==> config.mk <==
export PLATFORM = sky130hd
export DESIGN_NAME = flbt_index
export DESIGN_NICKNAME = d
export VERILOG_FILES = /design/src/hw/rtl/assert_macros.svh /design/src/hw/rtl/flbt_pkg.sv /design/src/hw/rtl/flbt_index.sv
export SDC_FILE = /design/constraint.sdc
export NUM_CORES = 1
export LEC_CHECK = 0
export ABC_CLOCK_PERIOD_IN_PS = 1650
export BUFFER_PORTS_ARGS = -buffer_cell sky130_fd_sc_hd__clkbuf_2
export CAP_MARGIN = 0
export CELL_PAD_IN_SITES_DETAIL_PLACEMENT = 1
export CELL_PAD_IN_SITES_GLOBAL_PLACEMENT = 1
export CORE_ASPECT_RATIO = 0.8
export CORE_MARGIN = 3
export CORE_UTILIZATION = 54
export CTS_CLUSTER_DIAMETER = 40
export DETAILED_ROUTE_END_ITERATION = 8
export PLACE_DENSITY_LB_ADDON = 0.12
export SYNTH_ARGS = -nofsm -noshare
export SYNTH_HDL_FRONTEND = slang
export SYNTH_SLANG_ARGS = --single-unit
==> constraint.sdc <==
create_clock -name clk -period 1.65 [get_ports clk]
set_input_delay 0.33 -clock clk [delete_from_list [all_inputs] [get_ports clk]]
set_output_delay 0.33 -clock clk [all_outputs]
set_load 0.05 [all_outputs]
==> src/hw/rtl/assert_macros.svh <==
// assertion helpers shared by the rtl
`ifndef ASSERT_MACROS_SVH
`define ASSERT_MACROS_SVH

`ifndef SYNTHESIS

// same-cycle implication
`define FLBT_ASSERT_IMPLY(label, clk, rst_n, ante, cons, msg) \
    label: assert property (@(posedge clk) disable iff (!rst_n) (ante) |-> (cons)) \
        else $error(msg);

// next-cycle implication
`define FLBT_ASSERT_NEXT(label, clk, rst_n, ante, cons, msg) \
    label: assert property (@(posedge clk) disable iff (!rst_n) (ante) |=> (cons)) \
        else $error(msg);

`else

`define FLBT_ASSERT_IMPLY(label, clk, rst_n, ante, cons, msg)
`define FLBT_ASSERT_NEXT(label, clk, rst_n, ante, cons, msg)

`endif

`endif

==> src/hw/rtl/flbt_pkg.sv <==
package flbt_pkg;

    // request operations
    typedef enum logic [1:0] {
        MODE_LOG   = 2'd0,
        MODE_UNLOG = 2'd1,
        MODE_QUERY = 2'd2
    } mode_t;

    // request in flight: valid plus operation
    typedef struct packed {
        logic  valid;
        mode_t mode;
    } op_t;

    localparam int MODE_W       = 2;
    localparam int ADDR_FIELD_W = 48;
    localparam int TOP_COUNT_W  = 5;
    localparam int CARD_COUNT_W = 11;
    localparam int IN_DATA_W    = 56;
    localparam int OUT_DATA_W   = 24;

    // address bits consumed per index pipeline stage
    localparam int BITS_PER_STAGE = 4;

    // table status seen by the top level
    typedef struct packed {
        logic                    clearing;
        logic [TOP_COUNT_W-1:0]  top_count;
        logic [CARD_COUNT_W-1:0] card_count;
    } status_t;

endpackage

==> src/hw/rtl/flbt_index.sv <==
module flbt_index #(
    parameter int TOP_ENTRIES     = 16,
    parameter int CARDS_PER_BLOCK = 64,
    parameter int CARD_BYTES_LOG2 = 8,
    parameter int ADDRESS_BITS    = 48
) (
    input  logic                                clk,
    input  logic                                rst_n,
    input  logic                                adv,
    input  flbt_pkg::op_t                       in_op,
    input  logic [flbt_pkg::ADDR_FIELD_W-1:0]   address,
    output flbt_pkg::op_t                       out_op,
    output logic [$clog2(TOP_ENTRIES)-1:0]      top,
    output logic [$clog2(CARDS_PER_BLOCK)-1:0]  card,
    output logic [CARD_BYTES_LOG2-3:0]          word
);

    localparam int AB  = (ADDRESS_BITS < flbt_pkg::ADDR_FIELD_W) ?
                         ADDRESS_BITS : flbt_pkg::ADDR_FIELD_W;
    localparam int QW  = AB - CARD_BYTES_LOG2;
    localparam int BPS = flbt_pkg::BITS_PER_STAGE;
    localparam int NS  = (QW + BPS - 1) / BPS;
    localparam int CW  = $clog2(CARDS_PER_BLOCK);
    localparam int TW  = $clog2(TOP_ENTRIES);
    localparam int WW  = CARD_BYTES_LOG2 - 2;
    localparam logic [CW:0] CPB_C = (CW + 1)'(CARDS_PER_BLOCK);
    localparam logic [TW:0] TE_C  = (TW + 1)'(TOP_ENTRIES);

    // one quotient bit: card remainder by cards per block, quotient folded modulo top entries
    function automatic logic [CW+TW-1:0] div_step(
        input logic [CW-1:0] rc,
        input logic [TW-1:0] rt,
        input logic          b
    );
        logic [CW:0] c2;
        logic [TW:0] t2;
        logic        qb;
        c2 = {rc, b};
        qb = (c2 >= CPB_C);
        if (qb)
        begin
            c2 = c2 - CPB_C;
        end
        t2 = {rt, qb};
        if (t2 >= TE_C)
        begin
            t2 = t2 - TE_C;
        end
        return {c2[CW-1:0], t2[TW-1:0]};
    endfunction

    flbt_pkg::op_t op_reg [NS];
    logic [QW-1:0] q_reg  [NS];
    logic [CW-1:0] rc_reg [NS];
    logic [TW-1:0] rt_reg [NS];
    logic [WW-1:0] wd_reg [NS];

    for (genvar s = 0; s < NS; s++)
    begin : g_stage
        flbt_pkg::op_t prev_op;
        logic [QW-1:0] prev_q;
        logic [CW-1:0] prev_rc;
        logic [TW-1:0] prev_rt;
        logic [WW-1:0] prev_wd;
        logic [CW-1:0] rc_c;
        logic [TW-1:0] rt_c;

        if (s == 0)
        begin : g_first
            assign prev_op = in_op;
            assign prev_q  = address[AB-1:CARD_BYTES_LOG2];
            assign prev_rc = '0;
            assign prev_rt = '0;
            assign prev_wd = address[CARD_BYTES_LOG2-1:2];
        end
        else
        begin : g_next
            assign prev_op = op_reg[s-1];
            assign prev_q  = q_reg[s-1];
            assign prev_rc = rc_reg[s-1];
            assign prev_rt = rt_reg[s-1];
            assign prev_wd = wd_reg[s-1];
        end

        always_comb
        begin
            rc_c = prev_rc;
            rt_c = prev_rt;
            for (int j = 0; j < BPS; j++)
            begin
                if (s * BPS + j < QW)
                begin
                    {rc_c, rt_c} = div_step(rc_c, rt_c, prev_q[QW - 1 - (s * BPS + j)]);
                end
            end
        end

        always_ff @(posedge clk or negedge rst_n)
        begin
            if (!rst_n)
            begin
                op_reg[s] <= '0;
            end
            else if (adv)
            begin
                op_reg[s] <= prev_op;
            end
        end

        always_ff @(posedge clk)
        begin
            if (adv)
            begin
                q_reg[s]  <= prev_q;
                rc_reg[s] <= rc_c;
                rt_reg[s] <= rt_c;
                wd_reg[s] <= prev_wd;
            end
        end
    end

    assign out_op = op_reg[NS-1];
    assign top    = rt_reg[NS-1];
    assign card   = rc_reg[NS-1];
    assign word   = wd_reg[NS-1];

endmodule

# --- After elaboration in Yosys (flattened, before gate mapping) ---
# Memories as Yosys holds them, arrays and structs flattened.
# Index checks and enable logic that the tools add are counted.
op_classes:
  add_sub_neg: 80
  magnitude_cmp: 80
  mux: 82
op_table:
  columns: ["operator", "n"]
  rows:
  - ["7-bit greater-or-equal comparator (second input constant)", 39]
  - ["6-bit two-way mux", 40]
  - ["6-bit by 1-bit subtractor with 6-bit output (second input constant)", 39]
  - ["5-bit greater-or-equal comparator (second input constant)", 39]
  - ["4-bit two-way mux", 40]
  - ["4-bit by 1-bit subtractor with 4-bit output (second input constant)", 39]
  - ["1-bit by 7-bit greater-or-equal comparator with 1-bit output (second input constant)", 1]
  - ["1-bit by 5-bit greater-or-equal comparator with 1-bit output (second input constant)", 1]
  - ["1-bit by 1-bit subtractor with 2-bit output (second input constant)", 2]
  - ["1-bit two-way mux", 2]
word_totals:
  reg_bits: 30
  ram_bits: 560
  inputBits: 54
  out_inout_bits: 19
  word_cells: 266
  n_memories: 4
memory_table:
  columns: ["name", "words", "width", "rd", "rd_clocked_by_memory_dff", "wr", "line", "source"]
  rows:
  - ["q_reg", 10, 40, 9, 0, 10, "flbt_index.sv:53", "logic [QW-1:0] q_reg [NS];"]
  - ["rc_reg", 10, 6, 10, 0, 10, "flbt_index.sv:54", "logic [CW-1:0] rc_reg [NS];"]
  - ["wd_reg", 10, 6, 10, 0, 10, "flbt_index.sv:56", "logic [WW-1:0] wd_reg [NS];"]
  - ["rt_reg", 10, 4, 10, 0, 10, "flbt_index.sv:55", "logic [TW-1:0] rt_reg [NS];"]

# --- Longest topological paths before layout ---
# Gate-level depths: netlist of the first run.
# An unclocked memory read counts as a cell.
logic_depth:
  ltp_word: 10
  mapped_depth: 2
  depth_no_buf: 1

# --- Least setup slack after synthesis of the first run ---
# No wires, ideal clock.
synth_timing:
  path_type: "register to register"
  start: "register out_op[0] (netlist name)"
  end: "register op_reg, in the netlist out_op[0]"
  setup_ps: 125
  t_arrival_ps: 869
  required_time_ps: 1525
  slack_ps: 656
  stages_incl_launch_ff: 2
  path_buffers: 0
  synth_period_minus_slack_ps: 994
  cell_sequence: "dfrtp_1 > mux2_4"
synth_lines:
  columns: ["element", "line", "source"]
  rows:
  - ["to (signal, indexed assignment)", "flbt_index.sv:106", "op_reg[s] <= prev_op;"]
  - ["to (decl)", "flbt_index.sv:52", "flbt_pkg::op_t op_reg [NS];"]

# --- Worst setup path in the final report of the first run ---
layout_timing:
  start: "register op_reg, in the netlist out_op[1]"
  end: "output out_op[1] (netlist bit)"
layout_lines:
  columns: ["element", "line", "source"]
  rows:
  - ["to (decl)", "flbt_index.sv:12", "output flbt_pkg::op_t out_op,"]
# No word-level cell between the ends.

==> flow_results.xml, run 1 <==
<?xml version="1.0" encoding="UTF-8"?>
<metrics>
  <group name="clock_network">
    <metric name="cts_htree_levels" unit="">4</metric>
    <metric name="cts_root_buffer" unit="">clkbuf_16</metric>
    <metric name="number_of_sinks_driven_by_the_clock_tree" unit="">190</metric>
    <metric name="max-clock-path-buffers" unit="">2</metric>
    <metric name="worst_setup_hold_path_clk_slew" unit="ps">70</metric>
    <metric name="clock_tree_from_tritoncts" unit="">built</metric>
    <metric name="cts-buffers-inserted" unit="">17</metric>
    <metric name="worstSkewPairLatency" unit="ps">400</metric>
  </group>
  <group name="timing">
    <metric name="worst_pin_slew" unit="ps">730</metric>
    <metric name="unrepaired_setup_endpoints_after_global_routing" unit="">no</metric>
    <metric name="finalWorstPathRequiredPeriod" unit="ps">1410</metric>
    <metric name="slew_viol_final" unit="">0</metric>
    <metric name="setup-tns-final" unit="ps">0</metric>
    <metric name="holdWs" unit="ps">99.3</metric>
    <metric name="finalClockSkew" unit="ps">8.64</metric>
    <metric name="post-route-period-util" unit="">0.854</metric>
    <metric name="worst_slew_margin_rel" unit="">0.513</metric>
    <metric name="final_hold_viol_count" unit="">0</metric>
    <metric name="report.final.setup_viol" unit="">0</metric>
    <metric name="timing.fmax" unit="MHz">710</metric>
  </group>
  <group name="critical_path">
    <metric name="cpLargestDelayFamily" unit="">flip-flops</metric>
    <metric name="worst-endpoint-arrival" unit="ps">1080</metric>
    <metric name="worst_setup_path_start_kind" unit="">flip-flop</metric>
    <metric name="cp_data_required_time" unit="ps">1320</metric>
    <metric name="crit_slowest_cell" unit="">dfrtp_1</metric>
    <metric name="cp_cell_sequence" unit="">clkbuf_2</metric>
    <metric name="critPathCaptureType" unit="">output port</metric>
    <metric name="path_buf_inv" unit="">1</metric>
    <metric name="max_stage_delay" unit="ps">360</metric>
    <metric name="crit_path_max_fanout" unit="">2</metric>
    <metric name="worstSetupPathType" unit="">flip-flop to output port</metric>
  </group>
  <group name="placed_design">
    <metric name="finalWeightedCongestion" unit="">0.645</metric>
    <metric name="dpl_cell_area" unit="sq um">6490</metric>
    <metric name="post-dp-hpwl" unit="um">4490</metric>
    <metric name="port_buffers" unit="">40</metric>
  </group>
  <group name="global_route">
    <metric name="grt_start_max_net_pins" unit="">55</metric>
    <metric name="first_global_vias" unit="">2382</metric>
    <metric name="globalRoute.totalOverflow" unit="">0</metric>
    <metric name="grt_pass1_wl" unit="um">12000</metric>
    <metric name="track_usage" unit="">0.128</metric>
    <metric name="initial_antenna_violation_count" unit="">0</metric>
  </group>
  <group name="die">
    <metric name="ios" unit="">73</metric>
    <metric name="rows" unit="">33</metric>
    <metric name="dieArea" unit="sq um">12500</metric>
    <metric name="floorplan.die.width" unit="um">124</metric>
    <metric name="dieHeight" unit="um">101</metric>
    <metric name="effective_utilization_at_floorplan" unit="">0.573</metric>
    <metric name="coreArea" unit="sq um">10600</metric>
  </group>
  <group name="detailed_routing">
    <metric name="firstDrtPassIters" unit="">4</metric>
    <metric name="routed_wire_length_per_instance" unit="um">16.0</metric>
    <metric name="vias" unit="">2129</metric>
    <metric name="detail_route.drc_violations" unit="">0</metric>
    <metric name="drt-total-wl" unit="um">7090</metric>
    <metric name="ant_nets" unit="">0</metric>
    <metric name="initial_drc_count" unit="">124</metric>
    <metric name="routed_via_density" unit="">4.82</metric>
  </group>
  <group name="power_and_ir_drop">
    <metric name="cellPowerDensity" unit="nW/um^2">1500</metric>
    <metric name="max-vdd-ir-drop" unit="mV">1.10</metric>
    <metric name="total_leakage_power" unit="nW">2.69</metric>
    <metric name="p_total" unit="mW">10.6</metric>
  </group>
  <group name="synth">
    <metric name="synthesis.area_per_instance" unit="sq um">26.7</metric>
    <metric name="synth_fp_nets" unit="">281</metric>
    <metric name="yosysTopAreaCellShare" unit="">0.794</metric>
    <metric name="post_synth_instance_area" unit="sq um">6050</metric>
    <metric name="syn-instance-count" unit="">227</metric>
    <metric name="ys_ff_latch" unit="">190</metric>
    <metric name="synth_warnings" unit="">0</metric>
    <metric name="synth.area.top_cells" unit="">edfxtp_1 (79%), dfrtp_1 (12%), mux2_4 (7.4%), buf_6 (0.56%), clkbuf_1 (0.25%)</metric>
    <metric name="synth_cell_types" unit="">5</metric>
    <metric name="fraction_of_the_yosys_area_taken_by_sequential_cells" unit="">0.918</metric>
    <metric name="yosys.area.top_type" unit="">edfxtp_1</metric>
  </group>
  <group name="cells_and_area">
    <metric name="final_net_count" unit="">343</metric>
    <metric name="num_antenna_cells" unit="">0</metric>
    <metric name="fillerInstances" unit="">844</metric>
    <metric name="layout_cells_sized_above_1" unit="">0.351</metric>
    <metric name="syn2layout_area_growth" unit="%">17.1</metric>
    <metric name="final_design_area_no_fill" unit="sq um">7090</metric>
    <metric name="largest_reg_flops" unit="">88</metric>
  </group>
  <group name="job">
    <metric name="maxCapViolCount" unit="">0</metric>
  </group>
  <group name="worst_hold_path">
    <metric name="worst_hold_path_type" unit="">primary input to flip-flop</metric>
  </group>
  <group name="outcome">
    <metric name="outcome" unit="">finished, final reports clean</metric>
  </group>
</metrics>
## power by group
group	switching, mW	total [mW]	internal [mW]
clock	1.56	3.87	2.30
combinational	0.420	0.809	0.389
sequential	0.211	5.93	5.72
total	2.19	10.6	8.41
## repair_timing
action | in CTS | in global routing
gates resized for setup | 0 | 0
hold buffers | 1 | 0
endpoints found under the hold margin | 30 | 0
buffers inserted | 0 | 0
## layer usage
layer	GRT usage	vias up	part of all wire
met4	0.0531	0	0.0090
met2	0.215	58	0.52
met1	0.155	1055	0.43
li1	-	1005	-
met3	0.0445	11	0.048
met5	0	-	0
## cells by family (layout without fill, tap and decap cells)
family / Yosys count / in the layout / share of synthesized area
muxes: 30 / 30 / 0.0744
DFF: 190 / 190 / 0.918
buffers and inverters: 7 / 82 / 0.00806
## synth_stat cells
| cell type | instances |
|---|---|
| edfxtp_1 | 160 |
| buf_6 | 3 |
| dfrtp_1 | 30 |
| mux2_4 | 30 |
| clkbuf_1 | 4 |
## layout make-up
cell class	instances	area, sq um	share of cell area
Tap cell	140	175	0.0247
Multi-Input combinational cell	30	450	0.0635
Clock inverter	6	41.3	0.00582
Timing Repair Buffer	50	324	0.0457
Sequential cell	190	5560	0.783
Clock buffer	26	544	0.0768
## stage by stage
stage | setup WS, ps | cells | util
after floorplan | 656 | 227 | -
after global placement | 333 | 409 | 0.614
after detailed placement | 306 | 409 | 0.614
after CTS | 205 | 442 | 0.671
after global routing | 193 | 442 | 0.671
final | 241 | 442 | 0.671
## worst paths after layout
| check | from | to | slack, ps | cells past startpoint |
|---|---|---|---|---|
| max in group asynchronous | rst_n | g_stage[3].prev_op[1] | 670 | 2 |
| worst max-delay path | out_op[1] | out_op[1] | 240 | 1 |
| worst min-delay path | address[10] | q_reg[0][2] | 100 | 1 |
| worst max register to register | g_stage[3].prev_op[2] | g_stage[3].prev_op[2] | 860 | 1 |
| min in group asynchronous | rst_n | g_stage[5].prev_op[0] | 510 | 2 |
| worst min register to register | q_reg[8][4] | rc_reg[9][4] | 410 | 0 |
## placed cells by master, fill, tap and decap left out, drive strengths merged
cell and count:
edfxtp 160, clkbuf 66, mux2 30, dfrtp 30, buf 9, inv 4, clkinv 2, dlygate4sd3 1
Power figures use the tool's default switching activity.
==> run 2: changes to the inputs <==
CORE_MARGIN = default   (was 3)
==> flow_results.xml, run 2 (same netlist as run 1, synthesis figures left out) <==
<?xml version="1.0" encoding="UTF-8"?>
<metrics>
  <group name="cells_and_area">
    <metric name="syn2layout_area_growth" unit="%">17.0</metric>
    <metric name="final_net_count" unit="">339</metric>
    <metric name="final_core_utilization" unit="">0.651</metric>
    <metric name="fillerInstances" unit="">886</metric>
    <metric name="num_antenna_cells" unit="">0</metric>
    <metric name="layout.cells.most_common_list" unit="">edfxtp_1 (160), clkbuf_2 (39), mux2_4 (30), dfrtp_1 (30), clkbuf_16 (20)</metric>
    <metric name="most_frequent_standard_cell_in_the_layout_excluding_fill_and_tap_cells" unit="">edfxtp_1</metric>
    <metric name="layout_cells_sized_above_1" unit="">0.352</metric>
    <metric name="largest_reg_flops" unit="">88</metric>
  </group>
  <group name="die">
    <metric name="effective_utilization_at_floorplan" unit="">0.556</metric>
    <metric name="coreArea" unit="sq um">10900</metric>
    <metric name="floorplan.die.width" unit="um">120</metric>
    <metric name="dieHeight" unit="um">96.7</metric>
    <metric name="rows" unit="">34</metric>
    <metric name="dieArea" unit="sq um">11600</metric>
    <metric name="ios" unit="">73</metric>
  </group>
  <group name="detailed_routing">
    <metric name="ant_nets" unit="">0</metric>
    <metric name="detail_route.drc_violations" unit="">0</metric>
    <metric name="drt-total-wl" unit="um">6610</metric>
    <metric name="initial_drc_count" unit="">101</metric>
    <metric name="routed_via_density" unit="">4.80</metric>
    <metric name="routed_wire_length_per_instance" unit="um">14.9</metric>
    <metric name="firstDrtPassIters" unit="">3</metric>
    <metric name="vias" unit="">2123</metric>
  </group>
  <group name="placed_design">
    <metric name="port_buffers" unit="">40</metric>
    <metric name="post-dp-hpwl" unit="um">3850</metric>
    <metric name="detailedPlace.worstSlack" unit="ps">451</metric>
    <metric name="finalWeightedCongestion" unit="">0.608</metric>
  </group>
  <group name="global_route">
    <metric name="busiest_layer" unit="">met2</metric>
    <metric name="grt_use_met2" unit="">0.203</metric>
    <metric name="track_usage" unit="">0.135</metric>
    <metric name="gr-usage-met1" unit="">0.167</metric>
    <metric name="globalRoute.totalOverflow" unit="">0</metric>
    <metric name="first_global_vias" unit="">2217</metric>
    <metric name="global_route.usage.met3" unit="">0.0619</metric>
    <metric name="grt_start_max_net_pins" unit="">56</metric>
    <metric name="grt_pass1_wl" unit="um">11100</metric>
    <metric name="initial_antenna_violation_count" unit="">0</metric>
  </group>
  <group name="clock_network">
    <metric name="cts_root_buffer" unit="">clkbuf_16</metric>
    <metric name="worstSkewPairLatency" unit="ps">410</metric>
    <metric name="post_cts_resize_count" unit="">0</metric>
    <metric name="worst_setup_hold_path_clk_slew" unit="ps">60</metric>
    <metric name="clock_tree_from_tritoncts" unit="">built</metric>
    <metric name="cts_htree_levels" unit="">4</metric>
    <metric name="number_of_sinks_driven_by_the_clock_tree" unit="">190</metric>
    <metric name="max-clock-path-buffers" unit="">2</metric>
    <metric name="cts-buffers-inserted" unit="">17</metric>
  </group>
  <group name="timing">
    <metric name="setup-tns-final" unit="ps">0</metric>
    <metric name="finalWorstPathRequiredPeriod" unit="ps">1400</metric>
    <metric name="finalClockSkew" unit="ps">7.49</metric>
    <metric name="worst_slew_margin_rel" unit="">0.745</metric>
    <metric name="timing.fmax" unit="MHz">716</metric>
    <metric name="post-route-worst-setup-slack" unit="ps">253</metric>
    <metric name="worst_pin_slew" unit="ps">382</metric>
    <metric name="final_hold_viol_count" unit="">0</metric>
    <metric name="unrepaired_setup_endpoints_after_global_routing" unit="">no</metric>
    <metric name="post-route-period-util" unit="">0.847</metric>
    <metric name="slew_viol_final" unit="">0</metric>
    <metric name="report.final.setup_viol" unit="">0</metric>
  </group>
  <group name="critical_path">
    <metric name="critPathCaptureType" unit="">output port</metric>
    <metric name="cpLargestDelayFamily" unit="">flip-flops</metric>
    <metric name="worst_setup_path_start_kind" unit="">flip-flop</metric>
    <metric name="critical_path.startpoint" unit="">out_op[0]</metric>
    <metric name="crit_slowest_cell" unit="">dfrtp_1</metric>
    <metric name="worst_reg2reg_path_endpoint" unit="">g_stage[1].prev_op[0]</metric>
    <metric name="worst-r2r-cell-count" unit="">1</metric>
    <metric name="worst-r2r-setup-slack" unit="ps">860</metric>
    <metric name="cp_data_required_time" unit="ps">1320</metric>
    <metric name="cp_cell_sequence" unit="">clkbuf_2</metric>
    <metric name="worst_r2r_startpoint" unit="">g_stage[1].prev_op[0]</metric>
    <metric name="path_buf_inv" unit="">1</metric>
    <metric name="worstSetupPathType" unit="">flip-flop to output port</metric>
    <metric name="max_stage_delay" unit="ps">370</metric>
    <metric name="crit_path_max_fanout" unit="">2</metric>
    <metric name="worst-endpoint-arrival" unit="ps">1070</metric>
  </group>
  <group name="worst_hold_path">
    <metric name="hold_end" unit="">q_reg[0][1]</metric>
    <metric name="worst_hold_path_type" unit="">primary input to flip-flop</metric>
    <metric name="hold_path_startpoint" unit="">address[9]</metric>
    <metric name="worst_hold_path.num_cells" unit="">1</metric>
  </group>
  <group name="power_and_ir_drop">
    <metric name="cellPowerDensity" unit="nW/um^2">1500</metric>
    <metric name="total_leakage_power" unit="nW">2.68</metric>
    <metric name="max-vdd-ir-drop" unit="mV">0.863</metric>
  </group>
  <group name="job">
    <metric name="maxCapViolCount" unit="">0</metric>
  </group>
  <group name="outcome">
    <metric name="outcome" unit="">finished, final reports clean</metric>
  </group>
</metrics>
-- run 2: report_power, final --
group          internal, mW  total, mW  switching (mW)
registers              5.72       5.93           0.206
logic                 0.387      0.791           0.404
clock network          2.32       3.90            1.58
-- run 2: metrics by stage --
stage / instance area, sq um / total power [mW] / hold WS [ps] / cells
after detailed placement: 6480 / 6.83 / 366 / 409
after global placement: 6480 / 6.74 / 358 / 409
after global routing: 7090 / 11.0 / 62.8 / 442
after floorplan: 6050 / 6.52 / 34.4 / 227
final: 7090 / 10.6 / 91.1 / 442
after CTS: 7090 / 10.8 / 69.7 / 442
-- run 2: worst max-delay path by stage --
stage                                  endpoint  slack [ps]  cells after the start
after floorplan                       out_op[0]         660                      1
after global placement    g_stage[9].prev_op[0]         470                      3
after detailed placement  g_stage[6].prev_op[2]         450                      3
after CTS                             out_op[0]         230                      1
after global routing                  out_op[0]         200                      1
final                                 out_op[0]         250                      1
-- run 2: area by class of cell --
cell class,count,area [sq um],share of cell area
clock buffers,25,549,0.0775
multi-input cells,30,450,0.0636
clock inverters,7,43.8,0.00618
repair buffers,46,307,0.0433
flip-flops and latches,190,5560,0.784
well taps,144,180,0.0254
-- run 2: timing repair --
action | CTS | global route
setup buffers | 0 | 0
hold buffers | 1 | 0
hold endpoints to repair | 30 | 0
-- run 2: metal layers --
metal  vias up  wire length, um
met4         0              100
met1      1060             2900
met3         9              297
li1       1004                -
met2        50             3310
met5         -                0
==> run 3: changes to the inputs <==
ABC_CLOCK_PERIOD_IN_PS = 1350   (was 1650)
CORE_UTILIZATION = 50   (was 54)
clock period = 1.35 ns   (was 1.65 ns; I/O delays follow)
==> flow_results.xml, run 3 (same netlist as run 1, synthesis figures left out) <==
<?xml version="1.0" encoding="UTF-8"?>
<metrics>
  <group name="global_route">
    <metric name="globalRoute.totalOverflow" unit="">0</metric>
    <metric name="grt_start_max_net_pins" unit="">60</metric>
    <metric name="initial_antenna_violation_count" unit="">0</metric>
    <metric name="grt_pass1_wl" unit="um">11300</metric>
    <metric name="first_global_vias" unit="">2262</metric>
    <metric name="track_usage" unit="">0.124</metric>
  </group>
  <group name="clock_network">
    <metric name="worstSkewPairLatency" unit="ps">410</metric>
    <metric name="worst_setup_hold_path_clk_slew" unit="ps">70</metric>
    <metric name="cts_root_buffer" unit="">clkbuf_16</metric>
    <metric name="number_of_sinks_driven_by_the_clock_tree" unit="">190</metric>
    <metric name="clock_tree_from_tritoncts" unit="">built</metric>
    <metric name="cts_htree_levels" unit="">4</metric>
    <metric name="cts-buffers-inserted" unit="">17</metric>
    <metric name="max-clock-path-buffers" unit="">2</metric>
    <metric name="postCtsSetupBuffers" unit="">0</metric>
  </group>
  <group name="detailed_routing">
    <metric name="routed_via_density" unit="">4.69</metric>
    <metric name="routed_wire_length_per_instance" unit="um">15.1</metric>
    <metric name="drt-total-wl" unit="um">6780</metric>
    <metric name="initial_drc_count" unit="">141</metric>
    <metric name="detail_route.drc_violations" unit="">5</metric>
    <metric name="ant_nets" unit="">0</metric>
    <metric name="firstDrtPassIters" unit="">7</metric>
    <metric name="vias" unit="">2112</metric>
  </group>
  <group name="power_and_ir_drop">
    <metric name="p_total" unit="mW">13.2</metric>
    <metric name="power.switching_fraction" unit="">0.221</metric>
    <metric name="power.switching" unit="mW">2.92</metric>
    <metric name="p_comb_frac" unit="">0.076</metric>
    <metric name="seq_power_share" unit="">0.548</metric>
    <metric name="total_leakage_power" unit="nW">2.69</metric>
    <metric name="max-vdd-ir-drop" unit="mV">0.970</metric>
    <metric name="cellPowerDensity" unit="nW/um^2">1850</metric>
    <metric name="clock_power_share" unit="">0.376</metric>
    <metric name="internal-power" unit="mW">10.3</metric>
  </group>
  <group name="critical_path">
    <metric name="worst-r2r-cell-count" unit="">1</metric>
    <metric name="crit_slowest_cell" unit="">dfrtp_1</metric>
    <metric name="cpLargestDelayFamily" unit="">flip-flops</metric>
    <metric name="cp_data_required_time" unit="ps">1080</metric>
    <metric name="worstSetupPathType" unit="">flip-flop to output port</metric>
    <metric name="worst-endpoint-arrival" unit="ps">1040</metric>
    <metric name="path_buf_inv" unit="">1</metric>
    <metric name="worst_setup_path_start_kind" unit="">flip-flop</metric>
    <metric name="max_stage_delay" unit="ps">400</metric>
    <metric name="worst-r2r-setup-slack" unit="ps">560</metric>
    <metric name="cp_cell_sequence" unit="">clkbuf_4</metric>
    <metric name="critPathCaptureType" unit="">output port</metric>
    <metric name="worst-path-stages" unit="">1</metric>
    <metric name="crit_path_max_fanout" unit="">2</metric>
  </group>
  <group name="die">
    <metric name="dieHeight" unit="um">100</metric>
    <metric name="floorplan.die.width" unit="um">125</metric>
    <metric name="dieArea" unit="sq um">12600</metric>
    <metric name="rows" unit="">35</metric>
    <metric name="coreArea" unit="sq um">11600</metric>
    <metric name="ios" unit="">73</metric>
    <metric name="effective_utilization_at_floorplan" unit="">0.520</metric>
  </group>
  <group name="cells_and_area">
    <metric name="most_frequent_standard_cell_in_the_layout_excluding_fill_and_tap_cells" unit="">edfxtp_1</metric>
    <metric name="final_net_count" unit="">343</metric>
    <metric name="largest_reg_flops" unit="">88</metric>
    <metric name="num_antenna_cells" unit="">0</metric>
    <metric name="layout.cells.most_common_list" unit="">edfxtp_1 (160), clkbuf_2 (34), mux2_4 (30), dfrtp_1 (30), clkbuf_16 (17)</metric>
    <metric name="layout_cells_sized_above_1" unit="">0.368</metric>
    <metric name="syn2layout_area_growth" unit="%">17.9</metric>
  </group>
  <group name="worst_hold_path">
    <metric name="worst_hold_path_type" unit="">primary input to flip-flop</metric>
    <metric name="worst_hold_path.num_cells" unit="">1</metric>
  </group>
  <group name="placed_design">
    <metric name="finalWeightedCongestion" unit="">0.600</metric>
    <metric name="post-dp-hpwl" unit="um">4050</metric>
    <metric name="port_buffers" unit="">40</metric>
  </group>
  <group name="timing">
    <metric name="worst_slew_margin_rel" unit="">0.737</metric>
    <metric name="finalClockSkew" unit="ps">6.62</metric>
    <metric name="slew_viol_final" unit="">0</metric>
    <metric name="finalWorstPathRequiredPeriod" unit="ps">1310</metric>
    <metric name="final_hold_viol_count" unit="">0</metric>
    <metric name="report.final.setup_viol" unit="">0</metric>
    <metric name="timing.fmax" unit="MHz">766</metric>
    <metric name="setup-tns-final" unit="ps">0</metric>
    <metric name="post-route-period-util" unit="">0.968</metric>
    <metric name="unrepaired_setup_endpoints_after_global_routing" unit="">no</metric>
    <metric name="worst_pin_slew" unit="ps">395</metric>
  </group>
  <group name="outcome">
    <metric name="outcome" unit="">finished with violations</metric>
    <metric name="failed_checks" unit="">DRC</metric>
  </group>
  <group name="job">
    <metric name="maxCapViolCount" unit="">0</metric>
  </group>
</metrics>
==> run 3: changes by cell type in the layout (fill, tap and decap cells not counted), sizes merged <==
cell / previous run / this run
buf: 5 / 11
bufinv: 0 / 2
clkbuf: 65 / 55
clkinvlp: 0 / 3
inv: 4 / 7
==> run 3: timing repair <==
item / 4_1_cts / 5_1_grt
gates resized for setup: 3 / 2
hold endpoints to repair: 30 / 0
hold buffers: 1 / 0
setup endpoints to repair: 3 / 2
==> run 3: final timing paths <==
path,from,end
max,out_op[1],out_op[1]
max reg2reg,g_stage[8].prev_op[0],g_stage[8].prev_op[0]
min reg2reg,wd_reg[6][4],wd_reg[7][4]
min in group asynchronous,rst_n,g_stage[6].prev_op[2]
min,address[10],q_reg[0][2]
max in group asynchronous,rst_n,g_stage[1].prev_op[0]
==> run 3: through the flow <==
step / worst slack (ps) / utilization / cells / cell area (sq um) / hold WS [ps]
after CTS: 12.0 / 0.613 / 450 / 7140 / 9.82
after floorplan: 356 / - / 227 / 6050 / -25.6
after global placement: 223 / 0.560 / 417 / 6520 / 303
after global routing: 0.00455 / 0.613 / 450 / 7140 / 6.00
after detailed placement: 199 / 0.560 / 417 / 6520 / 312
final: 43.9 / 0.613 / 450 / 7140 / 26.8
==> run 3: layout make-up <==
type / count / area (sq um)
Fill cell: 947 / 4510
Multi-Input combinational cell: 30 / 450
Clock inverter: 15 / 178
Sequential cell: 190 / 5560
Clock buffer: 17 / 425
Tap cell: 148 / 185
Timing Repair Buffer: 50 / 344
==> run 3: power by group through the flow <==
stage | Combinational (mW) | Sequential [mW] | Clock, mW
after floorplan | 0.452 | 7.52 | 0
after detailed placement | 0.985 | 7.37 | 0
final | 1.00 | 7.24 | 4.96
after global routing | 1.07 | 7.31 | 5.28
after global placement | 0.947 | 7.31 | 0
after CTS | 1.02 | 7.25 | 5.08
==> run 3: layer usage <==
layer / global-route usage / share of wire / wire length [um] / vias to the layer above
li1: - / - / - / 1010
met1: 0.145 / 0.44 / 2960 / 1043
met2: 0.203 / 0.50 / 3420 / 49
met3: 0.0517 / 0.044 / 301 / 10
met4: 0.0563 / 0.016 / 106 / 0
met5: 0 / 0 / 0 / -
